File: config.mk
export PLATFORM = sky130hd
export DESIGN_NAME = irrigation_remote_frame_transmitter_flat
export DESIGN_NICKNAME = d
export VERILOG_FILES = /design/src/hw/rtl/irft_pkg.sv /design/src/hw/rtl/irft_if.sv /design/src/hw/rtl/irrigation_remote_frame_transmitter.sv /design/src/hw/rtl/irft_front.sv /design/src/hw/rtl/irft_queue.sv /design/src/hw/rtl/irft_back.sv /design/src/flat_wrapper.sv
export SDC_FILE = /design/constraint.sdc
export NUM_CORES = 1
export LEC_CHECK = 0
export BUFFER_PORTS_ARGS = -buffer_cell sky130_fd_sc_hd__buf_2
export CAP_MARGIN = 20
export CELL_PAD_IN_SITES_DETAIL_PLACEMENT = 0
export CELL_PAD_IN_SITES_GLOBAL_PLACEMENT = 1
export CORE_MARGIN = 2
export CORE_UTILIZATION = 56
export CTS_BUF_LIST = sky130_fd_sc_hd__clkbuf_8
export DETAILED_ROUTE_END_ITERATION = 10
export PLACE_DENSITY_LB_ADDON = 0.1
export SLEW_MARGIN = 5
export SYNTH_ARGS = -nofsm -noshare
export SYNTH_HDL_FRONTEND = slang
export SYNTH_HIERARCHICAL = 1
export SYNTH_SLANG_ARGS = --single-unit
File: constraint.sdc
create_clock -name clk -period 10.1 [get_ports clk]
set_input_delay 2.02 -clock clk [delete_from_list [all_inputs] [get_ports clk]]
set_output_delay 2.02 -clock clk [all_outputs]
set_load 0.01 [all_outputs]
File: src/hw/rtl/irft_pkg.sv
// Shared types, constants and frame-building functions for the frame transmitter.
`default_nettype none

package irft_pkg;

    // Sizes
    localparam int FRAME_STORE_BYTES = 16;
    localparam int TIMER_BITS        = 20;
    localparam int FRAME_BITS        = FRAME_STORE_BYTES * 8;
    localparam int FIDX_W            = $clog2(FRAME_BITS);
    localparam int QUEUE_DEPTH       = 2;
    localparam int QPTR_W            = $clog2(QUEUE_DEPTH);
    localparam int QCNT_W            = $clog2(QUEUE_DEPTH + 1);

    // Configuration port
    localparam int CFG_IDX_W  = 3;
    localparam int CFG_DATA_W = 20;
    localparam int SEG_W      = 12;
    localparam int RST_W      = 20;

    typedef enum logic [CFG_IDX_W-1:0] {
        CFG_SHORT      = 3'd0,
        CFG_LONG       = 3'd1,
        CFG_START_HIGH = 3'd2,
        CFG_RESET_HIGH = 3'd3,
        CFG_RESET_LOW  = 3'd4
    } cfg_idx_t;

    localparam logic [SEG_W-1:0] SHORT_RESET      = 12'd208;
    localparam logic [SEG_W-1:0] LONG_RESET       = 12'd1875;
    localparam logic [SEG_W-1:0] START_HIGH_RESET = 12'd900;
    localparam logic [RST_W-1:0] RESET_HIGH_RESET = 20'd325000;
    localparam logic [RST_W-1:0] RESET_LOW_RESET  = 20'd65000;

    // Action codes on the command channel
    localparam logic [1:0] ACT_TICK = 2'd0;
    localparam logic [1:0] ACT_ZONE = 2'd1;
    localparam logic [1:0] ACT_PROG = 2'd2;

    // Argument limits
    localparam logic [5:0] ZONE_MIN    = 6'd1;
    localparam logic [5:0] ZONE_MAX    = 6'd48;
    localparam logic [7:0] MINUTES_MAX = 8'd240;
    localparam logic [2:0] PROG_MIN    = 3'd1;
    localparam logic [2:0] PROG_MAX    = 3'd4;
    localparam logic [5:0] ZONE_GROUP_SPLIT = 6'd12;

    // Frame layout
    localparam logic [6:0] ZONE_FRAME_BITS = 7'd120;
    localparam logic [6:0] PROG_FRAME_BITS = 7'd56;
    localparam logic [0:119] ZONE_BASE =
        120'hff_000000_10_0000_04_0000_01_00_01_b8_3f;
    localparam logic [0:55] PROG_BASE = 56'hff_40_03_96_09_bd_7f;
    localparam logic [7:0] ZONE_OFS_A = 8'h17;
    localparam logic [7:0] ZONE_OFS_B = 8'h23;
    localparam logic [7:0] ZONE_OFS_C = 8'h2f;

    localparam logic [32:0] TIMER_MAX = (33'd1 << TIMER_BITS) - 33'd1;

    typedef logic [0:FRAME_BITS-1] frame_t;

    // Operation handed from the front end to the transmitter
    typedef enum logic [1:0] {
        OP_TICK,
        OP_ZONE,
        OP_PROG,
        OP_NONE
    } op_t;

    typedef struct packed {
        op_t        op;
        logic [5:0] zone;
        logic [7:0] minutes;
        logic [2:0] prog;
        logic       warn;
    } cmd_t;

    // Queue write and read sides
    typedef struct packed {
        logic push;
        cmd_t entry;
    } q_wr_t;

    typedef struct packed {
        logic valid;
        cmd_t entry;
    } q_rd_t;

    typedef enum logic [3:0] {
        PH_IDLE,
        PH_RESET_HI,
        PH_RESET_LO,
        PH_START_HI,
        PH_START_LO,
        PH_BIT_HI,
        PH_BIT_LO
    } phase_t;

    // Write a field LSB first at increasing frame positions
    function automatic frame_t put_field(frame_t f, int pos, logic [6:0] val, int len);
        frame_t r;
        r = f;
        for (int j = 0; j < 7; j++) begin
            if (j < len) begin
                r[pos + j] = val[j];
            end
        end
        return r;
    endfunction

    function automatic frame_t build_zone(logic [5:0] zone, logic [7:0] minutes);
        frame_t     f;
        logic [7:0] za;
        logic [7:0] zb;
        logic [7:0] zc;
        logic [5:0] zm1;
        logic [6:0] grp;
        logic [6:0] lo;
        logic [6:0] hi;
        f   = '0;
        f[0:119] = ZONE_BASE;
        za  = 8'(zone) + ZONE_OFS_A;
        zb  = 8'(zone) + ZONE_OFS_B;
        zc  = 8'(zone) + ZONE_OFS_C;
        zm1 = zone - 6'd1;
        grp = (zone > ZONE_GROUP_SPLIT) ? 7'd1 : 7'd2;
        lo  = {3'b000, minutes[3:0]};
        hi  = {3'b000, minutes[7:4]};
        f = put_field(f, 9, grp, 2);
        f = put_field(f, 23, za[6:0], 7);
        f = put_field(f, 36, za[6:0], 7);
        f = put_field(f, 49, zb[6:0], 7);
        f = put_field(f, 62, zb[6:0], 7);
        f = put_field(f, 75, zc[6:0], 7);
        f = put_field(f, 88, zc[6:0], 7);
        f = put_field(f, 31, lo, 4);
        f = put_field(f, 44, hi, 4);
        f = put_field(f, 57, lo, 4);
        f = put_field(f, 70, hi, 4);
        f = put_field(f, 83, lo, 4);
        f = put_field(f, 96, hi, 4);
        f = put_field(f, 109, {3'b000, zm1[3:0]}, 4);
        return f;
    endfunction

    function automatic frame_t build_program(logic [2:0] num);
        frame_t     f;
        logic [2:0] nm1;
        f   = '0;
        f[0:55] = PROG_BASE;
        nm1 = num - 3'd1;
        f = put_field(f, 31, {5'b00000, nm1[1:0]}, 2);
        return f;
    endfunction

    // Frame bit, then the appended one, then zeros (stop bit)
    function automatic logic bit_at(frame_t f, logic [6:0] count, logic append,
                                    logic [6:0] idx);
        if (idx < count) begin
            return f[FIDX_W'(idx)];
        end
        else if (append && (idx == count)) begin
            return 1'b1;
        end
        return 1'b0;
    endfunction

    // Clamp a segment length to the timer range
    function automatic logic [TIMER_BITS-1:0] sat_len(logic [RST_W-1:0] v);
        if (33'(v) > TIMER_MAX) begin
            return '1;
        end
        return TIMER_BITS'(v);
    endfunction

endpackage

`default_nettype wire

File: src/hw/rtl/irft_if.sv
// Valid/ready channel interfaces for commands and line status results.
`default_nettype none

interface irft_cmd_if;
    logic       valid;
    logic       ready;
    logic [1:0] action;
    logic [5:0] zone;
    logic [7:0] minutes;
    logic [2:0] program_req;

    modport source (output valid, action, zone, minutes, program_req, input ready);
    modport sink   (input valid, action, zone, minutes, program_req, output ready);
endinterface

interface irft_res_if;
    logic valid;
    logic ready;
    logic line_level;
    logic busy_res;
    logic frame_done;
    logic arg_warning;
    logic cmd_ignored;

    modport source (output valid, line_level, busy_res, frame_done, arg_warning,
                    cmd_ignored, input ready);
    modport sink   (input valid, line_level, busy_res, frame_done, arg_warning,
                    cmd_ignored, output ready);
endinterface

`default_nettype wire

File: src/hw/rtl/irrigation_remote_frame_transmitter.sv
// A command or tick transfer enters the queue; the transmitter then registers
// its result. Throughput: one item per cycle while results are taken, through
// a two-entry queue and a registered result stage; one queued item per cycle.
// Reset (rst_n low, asynchronous): line low, idle, queue empty, timing
// registers back to their defaults; the frame store is left as it is.
`default_nettype none

module irrigation_remote_frame_transmitter (
    input  wire logic                            clk,
    input  wire logic                            rst_n,
    irft_cmd_if.sink                             cmd,
    irft_res_if.source                           result,
    input  wire logic                            cfg_we,
    input  wire logic [irft_pkg::CFG_IDX_W-1:0]  cfg_index,
    input  wire logic [irft_pkg::CFG_DATA_W-1:0] cfg_data
);

    irft_pkg::q_wr_t q_wr;
    irft_pkg::q_rd_t q_rd;
    logic            q_full;
    logic            pop;

    irft_front u_front (
        .cmd    (cmd),
        .q_full (q_full),
        .q_wr   (q_wr)
    );

    irft_queue u_queue (
        .clk    (clk),
        .rst_n  (rst_n),
        .q_wr   (q_wr),
        .q_full (q_full),
        .q_rd   (q_rd),
        .pop    (pop)
    );

    irft_back u_back (
        .clk       (clk),
        .rst_n     (rst_n),
        .q_rd      (q_rd),
        .pop       (pop),
        .cfg_we    (cfg_we),
        .cfg_index (cfg_index),
        .cfg_data  (cfg_data),
        .result    (result)
    );

endmodule

`default_nettype wire

File: src/hw/rtl/irft_front.sv
// Front end: accepts command channel transfers and classifies them into operations.
`default_nettype none

module irft_front (
    irft_cmd_if.sink          cmd,
    input  wire logic         q_full,
    output irft_pkg::q_wr_t   q_wr
);

    irft_pkg::cmd_t entry;

    // Decode the action and check the arguments
    always_comb
    begin
        entry         = '0;
        entry.zone    = cmd.zone;
        entry.minutes = cmd.minutes;
        entry.prog    = cmd.program_req;
        unique case (cmd.action)
            irft_pkg::ACT_TICK:
            begin
                entry.op = irft_pkg::OP_TICK;
            end
            irft_pkg::ACT_ZONE:
            begin
                entry.op   = irft_pkg::OP_ZONE;
                entry.warn = (cmd.zone < irft_pkg::ZONE_MIN) ||
                             (cmd.zone > irft_pkg::ZONE_MAX) ||
                             (cmd.minutes > irft_pkg::MINUTES_MAX);
            end
            irft_pkg::ACT_PROG:
            begin
                entry.op   = irft_pkg::OP_PROG;
                entry.warn = (cmd.program_req < irft_pkg::PROG_MIN) ||
                             (cmd.program_req > irft_pkg::PROG_MAX);
            end
            default:
            begin
                entry.op = irft_pkg::OP_NONE;
            end
        endcase
    end

    // Take a transfer whenever the queue has room
    assign cmd.ready   = !q_full;
    assign q_wr.push   = cmd.valid && !q_full;
    assign q_wr.entry  = entry;

endmodule

`default_nettype wire

File: src/hw/rtl/irft_queue.sv
// Short queue between the front end and the transmitter.
`default_nettype none

module irft_queue (
    input  wire logic               clk,
    input  wire logic               rst_n,
    input  wire irft_pkg::q_wr_t    q_wr,
    output logic                    q_full,
    output irft_pkg::q_rd_t         q_rd,
    input  wire logic               pop
);

    irft_pkg::cmd_t                      mem_reg [irft_pkg::QUEUE_DEPTH];
    logic [irft_pkg::QPTR_W-1:0]         wr_ptr_reg;
    logic [irft_pkg::QPTR_W-1:0]         wr_ptr_next;
    logic [irft_pkg::QPTR_W-1:0]         rd_ptr_reg;
    logic [irft_pkg::QPTR_W-1:0]         rd_ptr_next;
    logic [irft_pkg::QCNT_W-1:0]         count_reg;
    logic [irft_pkg::QCNT_W-1:0]         count_next;
    logic                                do_pop;

    assign q_full     = (count_reg == irft_pkg::QCNT_W'(irft_pkg::QUEUE_DEPTH));
    assign q_rd.valid = (count_reg != '0);
    assign q_rd.entry = mem_reg[rd_ptr_reg];
    assign do_pop     = pop && q_rd.valid;

    // Advance pointers and occupancy
    always_comb
    begin
        wr_ptr_next = wr_ptr_reg;
        rd_ptr_next = rd_ptr_reg;
        count_next  = count_reg;
        if (q_wr.push)
        begin
            wr_ptr_next = (wr_ptr_reg == irft_pkg::QPTR_W'(irft_pkg::QUEUE_DEPTH - 1)) ?
                          '0 : wr_ptr_reg + 1'b1;
        end
        if (do_pop)
        begin
            rd_ptr_next = (rd_ptr_reg == irft_pkg::QPTR_W'(irft_pkg::QUEUE_DEPTH - 1)) ?
                          '0 : rd_ptr_reg + 1'b1;
        end
        if (q_wr.push && !do_pop)
        begin
            count_next = count_reg + 1'b1;
        end
        else if (!q_wr.push && do_pop)
        begin
            count_next = count_reg - 1'b1;
        end
    end

    always_ff @(posedge clk or negedge rst_n)
    begin
        if (!rst_n)
        begin
            wr_ptr_reg <= '0;
            rd_ptr_reg <= '0;
            count_reg  <= '0;
        end
        else
        begin
            wr_ptr_reg <= wr_ptr_next;
            rd_ptr_reg <= rd_ptr_next;
            count_reg  <= count_next;
        end
    end

    // Hold entry storage
    always_ff @(posedge clk)
    begin
        if (q_wr.push)
        begin
            mem_reg[wr_ptr_reg] <= q_wr.entry;
        end
    end

endmodule

`default_nettype wire

File: src/hw/rtl/irft_back.sv
// Transmitter: executes queued operations, times line segments and registers results.
`default_nettype none

module irft_back (
    input  wire logic                            clk,
    input  wire logic                            rst_n,
    input  wire irft_pkg::q_rd_t                 q_rd,
    output logic                                 pop,
    input  wire logic                            cfg_we,
    input  wire logic [irft_pkg::CFG_IDX_W-1:0]  cfg_index,
    input  wire logic [irft_pkg::CFG_DATA_W-1:0] cfg_data,
    irft_res_if.source                           result
);

    // Timing registers
    logic [irft_pkg::SEG_W-1:0] short_reg;
    logic [irft_pkg::SEG_W-1:0] long_reg;
    logic [irft_pkg::SEG_W-1:0] start_high_reg;
    logic [irft_pkg::RST_W-1:0] reset_high_reg;
    logic [irft_pkg::RST_W-1:0] reset_low_reg;

    // Transmit state
    irft_pkg::phase_t              phase_reg;
    irft_pkg::phase_t              phase_next;
    logic                          line_reg;
    logic                          line_next;
    logic [irft_pkg::TIMER_BITS-1:0] timer_reg;
    logic [irft_pkg::TIMER_BITS-1:0] timer_next;
    logic [6:0]                    bit_idx_reg;
    logic [6:0]                    bit_idx_next;
    logic [6:0]                    count_reg;
    logic [6:0]                    count_next;
    logic                          append_reg;
    logic                          append_next;
    irft_pkg::frame_t              frame_reg;
    irft_pkg::frame_t              frame_next;

    // Result register
    logic out_valid_reg;
    logic out_valid_next;
    logic line_out_reg;
    logic line_out_next;
    logic busy_reg;
    logic busy_next;
    logic done_reg;
    logic done_next;
    logic warn_reg;
    logic warn_next;
    logic ign_reg;
    logic ign_next;

    logic       fire;
    logic [6:0] sel_idx;
    logic [6:0] idx_inc;
    logic [7:0] total;
    logic       cur_bit;

    assign fire = q_rd.valid && (!out_valid_reg || result.ready);
    assign pop  = fire;

    // Pick the frame bit that the current transition needs
    assign idx_inc = bit_idx_reg + 7'd1;
    assign sel_idx = (phase_reg == irft_pkg::PH_BIT_LO)   ? idx_inc :
                     (phase_reg == irft_pkg::PH_START_LO) ? 7'd0 : bit_idx_reg;
    assign cur_bit = irft_pkg::bit_at(frame_reg, count_reg, append_reg, sel_idx);
    assign total   = 8'(count_reg) + 8'(append_reg) + 8'd1;

    // Next state and result
    always_comb
    begin
        phase_next     = phase_reg;
        line_next      = line_reg;
        timer_next     = timer_reg;
        bit_idx_next   = bit_idx_reg;
        count_next     = count_reg;
        append_next    = append_reg;
        frame_next     = frame_reg;
        out_valid_next = out_valid_reg && !result.ready;
        line_out_next  = line_out_reg;
        busy_next      = busy_reg;
        done_next      = done_reg;
        warn_next      = warn_reg;
        ign_next       = ign_reg;

        if (fire)
        begin
            done_next = 1'b0;
            warn_next = 1'b0;
            ign_next  = 1'b0;
            unique case (q_rd.entry.op)
                irft_pkg::OP_TICK:
                begin
                    if (phase_reg != irft_pkg::PH_IDLE)
                    begin
                        if (timer_reg > irft_pkg::TIMER_BITS'(1))
                        begin
                            timer_next = timer_reg - 1'b1;
                        end
                        else
                        begin
                            unique case (phase_reg)
                                irft_pkg::PH_RESET_HI:
                                begin
                                    phase_next = irft_pkg::PH_RESET_LO;
                                    line_next  = 1'b0;
                                    timer_next = irft_pkg::sat_len(reset_low_reg);
                                end
                                irft_pkg::PH_RESET_LO:
                                begin
                                    phase_next = irft_pkg::PH_START_HI;
                                    line_next  = 1'b1;
                                    timer_next = irft_pkg::sat_len(
                                        irft_pkg::RST_W'(start_high_reg));
                                end
                                irft_pkg::PH_START_HI:
                                begin
                                    phase_next = irft_pkg::PH_START_LO;
                                    line_next  = 1'b0;
                                    timer_next = irft_pkg::sat_len(
                                        irft_pkg::RST_W'(short_reg));
                                end
                                irft_pkg::PH_START_LO:
                                begin
                                    bit_idx_next = 7'd0;
                                    phase_next   = irft_pkg::PH_BIT_HI;
                                    line_next    = 1'b1;
                                    timer_next   = irft_pkg::sat_len(irft_pkg::RST_W'(
                                        cur_bit ? long_reg : short_reg));
                                end
                                irft_pkg::PH_BIT_HI:
                                begin
                                    phase_next = irft_pkg::PH_BIT_LO;
                                    line_next  = 1'b0;
                                    timer_next = irft_pkg::sat_len(irft_pkg::RST_W'(
                                        cur_bit ? short_reg : long_reg));
                                end
                                irft_pkg::PH_BIT_LO:
                                begin
                                    if ({1'b0, idx_inc} >= total)
                                    begin
                                        phase_next   = irft_pkg::PH_IDLE;
                                        line_next    = 1'b0;
                                        timer_next   = '0;
                                        bit_idx_next = 7'd0;
                                        done_next    = 1'b1;
                                    end
                                    else
                                    begin
                                        bit_idx_next = idx_inc;
                                        phase_next   = irft_pkg::PH_BIT_HI;
                                        line_next    = 1'b1;
                                        timer_next   = irft_pkg::sat_len(irft_pkg::RST_W'(
                                            cur_bit ? long_reg : short_reg));
                                    end
                                end
                                default:
                                begin
                                    phase_next = irft_pkg::PH_IDLE;
                                end
                            endcase
                        end
                    end
                end
                irft_pkg::OP_ZONE, irft_pkg::OP_PROG:
                begin
                    if (phase_reg != irft_pkg::PH_IDLE)
                    begin
                        ign_next = 1'b1;
                    end
                    else
                    begin
                        warn_next = q_rd.entry.warn;
                        if (q_rd.entry.op == irft_pkg::OP_ZONE)
                        begin
                            frame_next  = irft_pkg::build_zone(q_rd.entry.zone,
                                                               q_rd.entry.minutes);
                            count_next  = irft_pkg::ZONE_FRAME_BITS;
                            append_next = 1'b1;
                        end
                        else
                        begin
                            frame_next  = irft_pkg::build_program(q_rd.entry.prog);
                            count_next  = irft_pkg::PROG_FRAME_BITS;
                            append_next = 1'b0;
                        end
                        bit_idx_next = 7'd0;
                        phase_next   = irft_pkg::PH_RESET_HI;
                        line_next    = 1'b1;
                        timer_next   = irft_pkg::sat_len(reset_high_reg);
                    end
                end
                default:
                begin
                end
            endcase
            out_valid_next = 1'b1;
            line_out_next  = line_next;
            busy_next      = (phase_next != irft_pkg::PH_IDLE);
        end
    end

    // Control and timing state
    always_ff @(posedge clk or negedge rst_n)
    begin
        if (!rst_n)
        begin
            phase_reg      <= irft_pkg::PH_IDLE;
            line_reg       <= 1'b0;
            timer_reg      <= '0;
            bit_idx_reg    <= '0;
            count_reg      <= '0;
            append_reg     <= 1'b0;
            out_valid_reg  <= 1'b0;
            short_reg      <= irft_pkg::SHORT_RESET;
            long_reg       <= irft_pkg::LONG_RESET;
            start_high_reg <= irft_pkg::START_HIGH_RESET;
            reset_high_reg <= irft_pkg::RESET_HIGH_RESET;
            reset_low_reg  <= irft_pkg::RESET_LOW_RESET;
        end
        else
        begin
            phase_reg     <= phase_next;
            line_reg      <= line_next;
            timer_reg     <= timer_next;
            bit_idx_reg   <= bit_idx_next;
            count_reg     <= count_next;
            append_reg    <= append_next;
            out_valid_reg <= out_valid_next;
            if (cfg_we)
            begin
                unique case (irft_pkg::cfg_idx_t'(cfg_index))
                    irft_pkg::CFG_SHORT:      short_reg      <= cfg_data[irft_pkg::SEG_W-1:0];
                    irft_pkg::CFG_LONG:       long_reg       <= cfg_data[irft_pkg::SEG_W-1:0];
                    irft_pkg::CFG_START_HIGH: start_high_reg <= cfg_data[irft_pkg::SEG_W-1:0];
                    irft_pkg::CFG_RESET_HIGH: reset_high_reg <= cfg_data[irft_pkg::RST_W-1:0];
                    irft_pkg::CFG_RESET_LOW:  reset_low_reg  <= cfg_data[irft_pkg::RST_W-1:0];
                    default:
                    begin
                    end
                endcase
            end
        end
    end

    // Frame store and result payload
    always_ff @(posedge clk)
    begin
        frame_reg    <= frame_next;
        line_out_reg <= line_out_next;
        busy_reg     <= busy_next;
        done_reg     <= done_next;
        warn_reg     <= warn_next;
        ign_reg      <= ign_next;
    end

    assign result.valid       = out_valid_reg;
    assign result.line_level  = line_out_reg;
    assign result.busy_res    = busy_reg;
    assign result.frame_done  = done_reg;
    assign result.arg_warning = warn_reg;
    assign result.cmd_ignored = ign_reg;

endmodule

`default_nettype wire

File: src/flat_wrapper.sv
// flat-port wrapper written by rule: the top's interface ports become plain ports
module irrigation_remote_frame_transmitter_flat 
  (clk, rst_n, cfg_we, cfg_index, cfg_data, cmd_valid, cmd_action, cmd_zone, cmd_minutes, cmd_program_req, cmd_ready, result_valid, result_line_level, result_busy_res, result_frame_done, result_arg_warning, result_cmd_ignored, result_ready);
  irft_cmd_if cmd_i ();
  irft_res_if result_i ();
  input  wire logic clk;
  input  wire logic rst_n;
  input  wire logic cfg_we;
  input  wire logic [irft_pkg::CFG_IDX_W-1:0] cfg_index;
  input  wire logic [irft_pkg::CFG_DATA_W-1:0] cfg_data;
  input wire logic [$bits(cmd_i.valid)-1:0] cmd_valid;
  input wire logic [$bits(cmd_i.action)-1:0] cmd_action;
  input wire logic [$bits(cmd_i.zone)-1:0] cmd_zone;
  input wire logic [$bits(cmd_i.minutes)-1:0] cmd_minutes;
  input wire logic [$bits(cmd_i.program_req)-1:0] cmd_program_req;
  output wire logic [$bits(cmd_i.ready)-1:0] cmd_ready;
  output wire logic [$bits(result_i.valid)-1:0] result_valid;
  output wire logic [$bits(result_i.line_level)-1:0] result_line_level;
  output wire logic [$bits(result_i.busy_res)-1:0] result_busy_res;
  output wire logic [$bits(result_i.frame_done)-1:0] result_frame_done;
  output wire logic [$bits(result_i.arg_warning)-1:0] result_arg_warning;
  output wire logic [$bits(result_i.cmd_ignored)-1:0] result_cmd_ignored;
  input wire logic [$bits(result_i.ready)-1:0] result_ready;
  assign cmd_i.valid = cmd_valid;
  assign cmd_i.action = cmd_action;
  assign cmd_i.zone = cmd_zone;
  assign cmd_i.minutes = cmd_minutes;
  assign cmd_i.program_req = cmd_program_req;
  assign cmd_ready = cmd_i.ready;
  assign result_valid = result_i.valid;
  assign result_line_level = result_i.line_level;
  assign result_busy_res = result_i.busy_res;
  assign result_frame_done = result_i.frame_done;
  assign result_arg_warning = result_i.arg_warning;
  assign result_cmd_ignored = result_i.cmd_ignored;
  assign result_i.ready = result_ready;
  irrigation_remote_frame_transmitter u_core (.clk(clk), .rst_n(rst_n), .cmd(cmd_i), .result(result_i), .cfg_we(cfg_we), .cfg_index(cfg_index), .cfg_data(cfg_data));
endmodule
==> flow_summary.ini <==
[run_status]
status = finished clean

[route]
vias_per_cell = 6.04
drtIter0Drc = 659
drc = 0
vias = 7714
routedWlPerCell_um = 19.3
wirelength_um = 24700
final_antenna_net_count = 0
drt_first_pass_iters = 5

[timing]
fin_skew_ns = 0.0220
period_needed_ns = 4.70
min_period_over_period = 0.465
slew_violations = 0
rsz0062_at_grt = no
holdWs_ns = 0.497
finalSetupViolCount = 0
hold_viol = 0
worst_pin_slew_ns = 1.03
setup-tns-final_ns = 0
fin_ws_ns = 5.40
fmax_mhz = 213
slew_headroom = 0.310

[die]
num_rows = 51
start_util = 0.566
num_io_pins = 54
die_h_um = 144
die_w_um = 144
coreArea_mm2 = 0.0193
die_area_mm2 = 0.0206

[setup_path]
r2r_slack_ns = 5.40
worstPathCellList = nand4bb_1 > mux2i_4 > mux2i_1 > mux2i_1 > mux2_2 > o2bb2ai_1 > o311a_1 > nor3_4 > mux2i_2 > o211a_1 > o31a_1
end_kind = register
r2r_cells = 11
cpMaxStageDelayCell = mux2i_4
critPathLaunchType = register
cp.required_ns = 10.51
r2r-end = u_core/u_back/timer_reg[3]
crit_fanout = 23
cpPeakStageDelay_ns = 0.89
critPathMostFrequentCell = mux2i_1
cp.arrival_ns = 5.11
crit_type = register to register
r2r_start = u_core/u_back/phase_reg[1]

[global_route]
overflow = 0
grt_use_met3 = 0.0470
grt_pass1_vias = 7297
grt_busiest_layer = met1
antenna_found_initial = 0
grt_pass1_wl_um = 39900
grt_use_total = 0.249
grtUsageMet1 = 0.401
grtUsageMet2 = 0.350
grt_max_degree = 66

[final_layout]
syn2layout_area_growth_pct = 7.22
largest_reg_flops = 41
diodes = 0
drive_above_1_share = 0.256
fin_nets = 1068

[place]
port_buffers = 53
gp_congestion = 0.860
dp_hpwl_um = 16500
pre_cts_ws_ns = 5.58

[clocking]
cts_sinks = 199
cts_tree = built
numCtsBuffers = 17
cts-resized-gates = 0
root_buffer = clkbuf_8
path_clk_slew_ns = 0.12
cts_buffer_depth = 2
postCtsSetupBuffers = 0
hold_buffers = 0
cts_max_level = 4
clock_latency_ns = 0.48

[min_path]
hold_path_end = u_core/u_queue/wr_ptr_reg
hold_depth = 1
holdCritStartpoint = u_core/u_queue/wr_ptr_reg
hp-class = register to register

[power]
p_leak_nw = 4.67
ir_worst_vdd_mv = 0.153
powerDensity_mw_per_mm2 = 258

[yosys]
synth.cell_area_mm2 = 0.0109
synthCells = 984
avgSynthCellArea_um2 = 11.1
yosysWarnings = 6
synth_nets = 1052

[run]
maxCapViolations = 0
-- worst max-delay path by stage --
| stage | start | end | cells after the start |
|---|---|---|---|
| 4_1_cts | u_core/u_back/phase_reg[1] | u_core/u_back/timer_reg[3] | 11 |
| 6_report | u_core/u_back/phase_reg[1] | u_core/u_back/timer_reg[3] | 11 |
| 3_3_place_gp | u_core/u_back/phase_reg[1] | u_core/u_back/timer_reg[10] | 11 |
| 2_1_floorplan | result_ready | u_core/u_back/frame_reg[100] | 3 |
| 5_1_grt | u_core/u_back/phase_reg[1] | u_core/u_back/timer_reg[11] | 11 |
| 3_5_place_dp | u_core/u_back/phase_reg[1] | u_core/u_back/timer_reg[10] | 11 |
-- final cells by class --
type | instances | area (um2)
Timing Repair Buffer | 66 | 378
Inverter | 30 | 113
Clock buffer | 17 | 234
Sequential cell | 199 | 5440
Tap cell | 265 | 332
Multi-Input combinational cell | 686 | 4990
Clock inverter | 15 | 209
Fill cell | 1631 | 7570
-- report_power, final --
| group | total [W] | switching (W) | internal (W) | leakage, nW |
|---|---|---|---|---|
| combinational | 0.00117 | 0.000701 | 0.000468 | 2.32 |
| sequential | 0.00129 | 0.000168 | 0.00112 | 2.13 |
| clock | 0.000557 | 0.000349 | 0.000207 | 0.223 |
-- worst max-delay path, delay by kind of cell, from the launching register on --
kind               cells  cell delay, ns
DFF                    1            0.75
muxes                  5            2.14
AOI/OAI and AO/OA      4            0.81
and+or+nand+nor        2            0.92
-- cells in the final DEF, fill, tap and decap left out, types with 19 or more instances in the layout --
cell / instances
a21oi_1: 48
dfrtp_1: 81
mux2_2: 99
mux2i_1: 20
ha_1: 21
buf_2: 52
nand3_1: 23
nor2_1: 44
inv_1: 28
edfxtp_1: 84
nand2_1: 92
dfstp_2: 34
nor3_1: 19
o21ai_0: 57
-- layer usage --
metal	up-vias	share of wire
li1	3671	-
met1	3784	0.51
met2	250	0.42
met3	9	0.062
met4	0	0.0074
met5	-	0
-- through the flow --
stage / cells / util / instance area [um2] / power (W)
floorplan: 984 / - / 10900 / 0.00215
global placement: 1245 / 0.583 / 11200 / 0.00244
detailed placement: 1245 / 0.583 / 11200 / 0.00245
CTS: 1277 / 0.606 / 11700 / 0.00301
global route: 1278 / 0.607 / 11700 / 0.00322
finish: 1278 / 0.607 / 11700 / 0.00301
Power figures use the tool's default switching activity.
